<file path="src/rtl/core/a64d_pkg.sv">
// Shared types and constants for the AArch64 subset instruction decoder.
package a64d_pkg;

  // Instruction word and result field widths
  localparam int unsigned InstrW  = 32;
  localparam int unsigned RegW    = 5;
  localparam int unsigned ImmW    = 26;
  localparam int unsigned SubOpW  = 4;
  localparam int unsigned ShSelW  = 2;
  localparam int unsigned ShAmtW  = 6;
  localparam int unsigned KindW   = 4;
  localparam int unsigned TdataOW = 64;

  // The one exact no-operation word
  localparam logic [InstrW-1:0] NopWord = 32'hD503_201F;

  // Decoded instruction kind
  typedef enum logic [KindW-1:0] {
    KIND_INVALID = 4'd0,
    KIND_NOP     = 4'd1,
    KIND_ADDIMM  = 4'd2,
    KIND_MOVWIDE = 4'd3,
    KIND_LOGREG  = 4'd4,
    KIND_ADDREG  = 4'd5,
    KIND_MUL     = 4'd6,
    KIND_BIMM    = 4'd7,
    KIND_BCOND   = 4'd8,
    KIND_BREG    = 4'd9,
    KIND_LDLIT   = 4'd10,
    KIND_LSREG   = 4'd11,
    KIND_LSUIMM  = 4'd12,
    KIND_LSSIMM  = 4'd13
  } a64d_kind_e;

  // Flat decode record
  typedef struct packed {
    a64d_kind_e          kind;
    logic                wide;
    logic [RegW-1:0]     rd;
    logic [RegW-1:0]     rn;
    logic [RegW-1:0]     rm;
    logic [RegW-1:0]     ra;
    logic [ImmW-1:0]     immediate;
    logic [SubOpW-1:0]   sub_op;
    logic [ShSelW-1:0]   shift_sel;
    logic                flag_a;
    logic                flag_b;
    logic [ShAmtW-1:0]   shamt;
  } a64d_rec_t;

endpackage

</file>
<file path="src/rtl/core/a64d_decode.sv">
// Combinational decode of one instruction word into a flat record.
module a64d_decode (
  input  logic [a64d_pkg::InstrW-1:0] word_i,
  output a64d_pkg::a64d_rec_t         rec_o
);
  import a64d_pkg::*;

  logic [3:0] cls;
  logic [2:0] imm_op;
  logic       op1, b3, b0;
  logic [2:0] br_op;
  logic [1:0] ls_op0, ls_op2, ls_op4;
  logic       ls_op3;
  a64d_rec_t  rec;

  assign cls    = word_i[28:25];
  assign imm_op = word_i[25:23];
  assign op1    = word_i[28];
  assign b3     = word_i[24];
  assign b0     = word_i[21];
  assign br_op  = word_i[31:29];
  assign ls_op0 = word_i[29:28];
  assign ls_op2 = word_i[24:23];
  assign ls_op3 = word_i[21];
  assign ls_op4 = word_i[11:10];

  // Classify the word and pull out the fields of its kind
  always_comb begin
    rec = '0;
    if (word_i == NopWord) begin
      rec.kind = KIND_NOP;
    end else if (cls[3:1] == 3'b100) begin
      // data processing, immediate
      if (imm_op == 3'b010) begin
        rec.kind      = KIND_ADDIMM;
        rec.flag_a    = word_i[30];
        rec.flag_b    = word_i[29];
        rec.shift_sel = {1'b0, word_i[22]};
        rec.immediate = {14'd0, word_i[21:10]};
        rec.rn        = word_i[9:5];
      end else if (imm_op == 3'b101) begin
        rec.kind      = KIND_MOVWIDE;
        rec.immediate = {10'd0, word_i[20:5]};
        rec.sub_op    = {2'b00, word_i[30:29]};
        rec.shift_sel = word_i[22:21];
      end
      rec.wide = word_i[31];
      rec.rd   = word_i[4:0];
    end else if (cls[2:0] == 3'b101) begin
      // data processing, register
      if (op1 && b3) begin
        rec.kind   = KIND_MUL;
        rec.ra     = word_i[14:10];
        rec.flag_a = word_i[15];
      end else if (!op1 && !b3) begin
        rec.kind      = KIND_LOGREG;
        rec.sub_op    = {2'b00, word_i[30:29]};
        rec.flag_a    = word_i[21];
        rec.shamt     = word_i[15:10];
        rec.shift_sel = word_i[23:22];
      end else if (!b0 && b3) begin
        rec.kind      = KIND_ADDREG;
        rec.flag_a    = word_i[30];
        rec.flag_b    = word_i[29];
        rec.shift_sel = word_i[23:22];
        rec.shamt     = word_i[15:10];
      end
      rec.wide = word_i[31];
      rec.rm   = word_i[20:16];
      rec.rn   = word_i[9:5];
      rec.rd   = word_i[4:0];
    end else if (cls[3:1] == 3'b101) begin
      // branches
      if (br_op == 3'b010) begin
        rec.kind      = KIND_BCOND;
        rec.sub_op    = word_i[3:0];
        rec.immediate = {7'd0, word_i[23:5]};
      end else if (br_op[1:0] == 2'b00) begin
        rec.kind      = KIND_BIMM;
        rec.immediate = word_i[25:0];
      end else if (br_op == 3'b110) begin
        rec.kind = KIND_BREG;
        rec.rn   = word_i[9:5];
      end
    end else if (!cls[0] && cls[2]) begin
      // loads and stores
      if (ls_op0 == 2'b01 && !ls_op2[1]) begin
        rec.kind      = KIND_LDLIT;
        rec.immediate = {7'd0, word_i[23:5]};
      end else if (ls_op0 == 2'b11 && ls_op4 == 2'b10 && ls_op3 && !ls_op2[1]) begin
        rec.kind   = KIND_LSREG;
        rec.sub_op = {1'b0, word_i[15:13]};
        rec.flag_b = word_i[12];
        rec.rn     = word_i[9:5];
        rec.rm     = word_i[20:16];
        rec.flag_a = word_i[22];
      end else if (ls_op0 == 2'b11 && ls_op2[1]) begin
        rec.kind      = KIND_LSUIMM;
        rec.immediate = {14'd0, word_i[21:10]};
        rec.rn        = word_i[9:5];
        rec.flag_a    = word_i[22];
      end else if (ls_op0 == 2'b11 && !ls_op3) begin
        rec.kind      = KIND_LSSIMM;
        rec.immediate = {17'd0, word_i[20:12]};
        rec.rn        = word_i[9:5];
        rec.flag_a    = word_i[22];
        rec.shift_sel = word_i[11:10];
      end
      rec.wide = word_i[30];
      rec.rd   = word_i[4:0];
    end
    // Clear every field of an unmatched encoding
    if (rec.kind == KIND_INVALID) begin
      rec = '0;
    end
  end

  assign rec_o = rec;

endmodule

</file>
<file path="src/rtl/core/arm64_subset_instruction_decoder_unit.sv">
// Top level of the AArch64 subset instruction decoder with its stream ports.
// An accepted input beat passes through the input word register, then the result register.
// Throughput: one instruction word per cycle while the result side is not stalled; decode
// is a single combinational pass between the input word register and the result register.
// Reset: rst_ni clears both valid flags asynchronously; payload is not reset.
// Each stage advances whenever the stage after it is empty or draining.
module arm64_subset_instruction_decoder_unit (
  input  logic                          clk_i,
  input  logic                          rst_ni,
  input  logic                          s_axis_tvalid_i,
  output logic                          s_axis_tready_o,
  // tdata: instr_word[31:0]
  input  logic [a64d_pkg::InstrW-1:0]   s_axis_tdata_i,
  output logic                          m_axis_tvalid_o,
  input  logic                          m_axis_tready_i,
  // tdata: wide[0], rd[5:1], rn[10:6], rm[15:11], ra[20:16], immediate[46:21],
  //        sub_op[50:47], shift_sel[52:51], flag_a[53], flag_b[54],
  //        shamt[60:55], zero fill[63:61]
  output logic [a64d_pkg::TdataOW-1:0]  m_axis_tdata_o,
  // tuser: kind[3:0]
  output logic [a64d_pkg::KindW-1:0]    m_axis_tuser_o
);
  import a64d_pkg::*;

  logic              s1_valid_q, s1_valid_d;
  logic [InstrW-1:0] s1_word_q, s1_word_d;
  logic              out_valid_q, out_valid_d;
  a64d_rec_t         out_rec_q, out_rec_d;
  logic              out_adv;
  logic              s1_adv;
  logic              in_acc;

  // Advance a stage when its successor is free or is handing off a beat
  assign out_adv         = !out_valid_q || m_axis_tready_i;
  assign s1_adv          = s1_valid_q && out_adv;
  assign s_axis_tready_o = !s1_valid_q || out_adv;
  assign in_acc          = s_axis_tvalid_i && s_axis_tready_o;

  a64d_decode u_decode (
    .word_i (s1_word_q),
    .rec_o  (out_rec_d)
  );

  // Next-state logic for both stages
  always_comb begin
    s1_valid_d  = s1_valid_q;
    s1_word_d   = s1_word_q;
    out_valid_d = out_valid_q;
    if (s_axis_tready_o) begin
      s1_valid_d = s_axis_tvalid_i;
      s1_word_d  = s_axis_tdata_i;
    end
    if (out_adv) begin
      out_valid_d = s1_valid_q;
    end
  end

  // Hold valid flags under reset
  always_ff @(posedge clk_i or negedge rst_ni) begin
    if (!rst_ni) begin
      s1_valid_q  <= 1'b0;
      out_valid_q <= 1'b0;
    end else begin
      s1_valid_q  <= s1_valid_d;
      out_valid_q <= out_valid_d;
    end
  end

  // Load payload registers on accepted beats only
  always_ff @(posedge clk_i) begin
    if (in_acc) begin
      s1_word_q <= s1_word_d;
    end
    if (s1_adv) begin
      out_rec_q <= out_rec_d;
    end
  end

  // Pack the result beat
  assign m_axis_tvalid_o = out_valid_q;
  assign m_axis_tuser_o  = out_rec_q.kind;
  assign m_axis_tdata_o  = {3'b000,
                            out_rec_q.shamt,
                            out_rec_q.flag_b,
                            out_rec_q.flag_a,
                            out_rec_q.shift_sel,
                            out_rec_q.sub_op,
                            out_rec_q.immediate,
                            out_rec_q.ra,
                            out_rec_q.rm,
                            out_rec_q.rn,
                            out_rec_q.rd,
                            out_rec_q.wide};

  // An accepted input beat occupies the word register on the next cycle
  a_in_lands: assert property (@(posedge clk_i) disable iff (!rst_ni)
    in_acc |=> s1_valid_q)
    else $error("accepted beat did not reach the word register");

  // A word that advances must show up as a result beat
  a_s1_to_out: assert property (@(posedge clk_i) disable iff (!rst_ni)
    s1_adv |=> m_axis_tvalid_o)
    else $error("decoded word lost between stages");

  // A stalled word register keeps its word
  a_s1_hold: assert property (@(posedge clk_i) disable iff (!rst_ni)
    s1_valid_q && !out_adv |=> s1_valid_q && $stable(s1_word_q))
    else $error("stalled word register changed");

  // Invalid and nop results carry all-zero fields
  a_zero_fields: assert property (@(posedge clk_i) disable iff (!rst_ni)
    m_axis_tvalid_o && (m_axis_tuser_o == KIND_INVALID || m_axis_tuser_o == KIND_NOP)
      |-> m_axis_tdata_o == '0)
    else $error("invalid or nop result has nonzero fields");

endmodule

</file>
<file path="config.mk">
export PLATFORM = sky130hd
export DESIGN_NAME = arm64_subset_instruction_decoder_unit
export DESIGN_NICKNAME = d
export VERILOG_FILES = /design/src/rtl/core/a64d_pkg.sv /design/src/rtl/core/a64d_decode.sv /design/src/rtl/core/arm64_subset_instruction_decoder_unit.sv
export SDC_FILE = /design/constraint.sdc
export NUM_CORES = 1
export LEC_CHECK = 0
export ABC_AREA = 1
export BUFFER_PORTS_ARGS = -buffer_cell sky130_fd_sc_hd__buf_4
export CAP_MARGIN = 25
export CORE_ASPECT_RATIO = 0.6
export CORE_MARGIN = 8
export CORE_UTILIZATION = 30
export CTS_CLUSTER_DIAMETER = 50
export DETAILED_ROUTE_END_ITERATION = 10
export PLACE_DENSITY = 0.46
export SYNTH_ARGS = -nofsm -noshare
export SYNTH_HDL_FRONTEND = slang
export SYNTH_SLANG_ARGS = --single-unit
</file>
<file path="constraint.sdc">
create_clock -name clk_i -period 4.5 [get_ports clk_i]
set_clock_uncertainty 0.05 [all_clocks]
set_input_delay 0.9 -clock clk_i [delete_from_list [all_inputs] [get_ports clk_i]]
set_output_delay 0.9 -clock clk_i [all_outputs]
set_load 0.01 [all_outputs]
</file>
==> implementation parameters <==
Parameter                              Value

Worst setup path
  Element type at the critical path start    input port
  Launch instance of the worst register-to-register path    s1_word_q[24]
  CP cell instances    buf_4 > inv_1 > nand3_1 > buf_4
  Required time of the critical path    3550 ps
  Data arrival at the endpoint of the critical path    1430 ps
  Highest cell delay on the worst timing path    170 ps
  Most common cell on crit path    buf_4
  Crit path max-delay cell type    buf_4
  Beginning of the critical path    m_axis_tready_i
  Kind of critical path    input port to primary output
  Critical path fanouts, max    3
  Worst setup EP type    primary output

Synthesis
  Synth Register Bits    around 100
  Distinct cells, synth    32
  Synth Cell Area    0.00462 sq mm
  Number of enable-type register cells in the synthesized netlist    97
  Avg Cell Area, Syn    10.6 sq um
  Number of instances in the synthesized netlist    437
  Share of the yosys chip area belonging to registers    64.1%
  Area share of the largest cell type after synthesis    63.0%
  Yosys synthesis warning count    0
  Largest cells by area after synthesis    edfxtp_1 63%, nand2_1 7.4%, o21ai_0 4.5%
  Fraction of synthesis flops using an asynchronous set or reset pin    2.02%
  Main flop type after synthesis    edfxtp_1
  Library cell with the largest summed area after synthesis    edfxtp_1

CTS
  Clock tree buffer depth    2
  H-Tree Level Count    3
  CTS tree    done
  Worst-path clk slew    70 ps
  Count of instances resized after the clock tree is built    0
  Number of sinks on the clock net    99
  Number of buffers inserted to repair setup after CTS    0
  Clk Latency, worst-skew pair    340 ps
  Number of buffers created by CTS    9
  Number of buffers added to fix hold violations after cts    0
  Cell at the root of the clock tree    clkbuf_16

STA
  Worst slew pin tran    approximately 850 ps
  Hold slack final    271 ps
  Final-report setup violation count    0
  Max-slew violation count    0
  Final setup margin    2120 ps
  Max-slew headroom    43.3%
  Setup TNS after final layout    0 ps
  Post-layout minimum cycle time    2380 ps
  Period Utilization, post-route    52.9%
  Highest clock rate    0.420 GHz
  Final Hold Vio Count    0
  RSZ-0062 raised after global routing    false

Floorplan
  Floorplan Core Area    0.0152 sq mm
  Number of top-level pins    106
  Site row count    35
  DIE HEIGHT    about 110 um
  Effective utilization at floorplan    30.4%
  Chip Width    176 um
  DIE AREA    0.0198 sq mm

Drt
  DRC marker count from the first detailed-route iteration    around 240
  Overall via count from detail_route    ~3600
  Routed Wire Length    14.0 mm
  Mean routed wirelength per cell    18.7 um
  Initial DRT Pass Iterations    5
  Number of remaining DRC errors    0
  Post-DRT Antenna Nets    0
  Via density    4.78

Place
  Worst slack at placement    roughly 2100 ps
  DPL Wire Length    10.3 mm
  Port Buffers    102
  Final weighted congestion in routability-driven placement    0.820

GRT
  GR met1 Demand/Resource    about a fifth
  Met2 track demand over resource    19.0%
  Largest net degree at the start of global routing    66
  Total Routing Usage GR    14.0%
  Met3 Use GR    ~4.0%
  Overall overflow remaining after global route    0
  Global-route wire length before repair    21.4 mm
  Antenna violations before repair    0
  Most used routing layer in global routing    met1
  Vias in the first global route    3668

Power and ir drop
  Largest voltage drop on the vdd net    between 0.15 and 0.2 mV
  Total power divided by cell area    398 mW/mm^2
  Leakage power summed over all cells    between 2 and 2.5 nW

Finish
  Post-layout net count    578
  Filler cell count in the final layout    roughly 1500
  Share of cells above drive strength 1    28.9%
  P&R area growth vs syn    28.1%

Run
  Maximum capacitance violations    0

Outcome
  Result of the run    completed

Hold path
  Worst hold-check path type    input port to async pin
[cell usage after synthesis, types with 5 or more instances]
cell      number
inv_2          6
nand4_1       11
nor3_1        10
nor2_1        39
nand3_1       19
a22oi_1       12
o21ai_0       42
nand2_1       91
inv_1         41
o22ai_1        5
nor2_2        13
a21oi_1        7
edfxtp_1      97
nand2_2        6
[cell usage in the layout (no fill, tap or decap)]
cell / instances
a21oi_4: 2
o211ai_1: 2
a31oi_1: 2
o2111ai_1: 2
nand2_4: 1
buf_2: 1
clkbuf_16: 9
edfxtp_1: 97
nor3_4: 1
clkbuf_1: 1
nor2_1: 39
nand2_2: 6
o22ai_1: 5
clkinv_2: 3
bufinv_16: 2
a22oi_1: 12
nor3_1: 10
o21ai_0: 42
a21oi_1: 6
o31ai_1: 1
nand2_1: 91
inv_2: 6
inv_1: 41
buf_4: 104
nand3_1: 19
nor2_4: 4
nand3_2: 4
conb_1: 3
o221ai_1: 3
dfrtp_1: 2
diode_2: 1
inv_6: 2
nand4_1: 11
nor2_2: 13
[registers in the layout (all words and copies together), names as in the netlist]
register         count
m_axis_tvalid_o      1
s1_valid_q           1
m_axis_tuser_o       4
m_axis_tdata_o      61
s1_word_q           32
[power by group]
part / internal, W / switching, W
Clock: 0.000490 / 0.000348
Combinational: 0.000131 / 0.000208
Sequential: 0.00112 / 0.0000609
Total: 0.00174 / 0.000617
[through the flow]
step / instance area [sq um] / std cells / util, % / power, W
global placement: 5600 / 733 / 36.8 / 0.00154
floorplan: 4630 / 439 / - / 0.00136
CTS: 5920 / 750 / 38.9 / 0.00238
global route: 5920 / 750 / 38.9 / 0.00245
detailed placement: 5600 / 734 / 36.9 / 0.00154
finish: 5920 / 751 / 39.0 / 0.00236
[final cells by class]
class | count | area [sq um] | share of cell area (%)
clock inverter | 6 | 87.6 | 1.48
sequential | 99 | 2960 | 50.0
antenna | 1 | 2.50 | 0.0423
timing repair buffer | 105 | 786 | 13.3
inverter | 48 | 181 | 3.06
tap | 203 | 254 | 4.29
clock buffer | 10 | 229 | 3.87
multi-input combinational | 279 | 1420 | 23.9
[final timing paths]
check,cells after the start,end,slack [ps]
max,4,s_axis_tready_o,2120
min,1,s1_valid_q,270
max reg2reg,10,m_axis_tdata_o[10],2240
min reg2reg,2,m_axis_tvalid_o,470
max in group asynchronous,1,m_axis_tvalid_o,4040
min in group clk_i,2,m_axis_tvalid_o,470
[per-layer routing]
metal / vias up / share of wire (%)
li1: 1733 / -
met1: 1718 / 51
met2: 131 / 40
met3: 9 / 7.4
met4: 0 / 0.64
met5: - / 0
[logic make-up after synthesis]
group                  synth area share [%]
AO/OA/AOI/OAI                          9.99
buffers and inverters                  5.61
flip-flops                             64.1
other                                0.0812
AND/OR/NAND/NOR                        20.2
[critical path, delay by kind of cell]
family	cells	cell delay [ps]
buf+inv	3	390
simple gates	1	130
No activity file was read; power rests on OpenSTA's default activity.
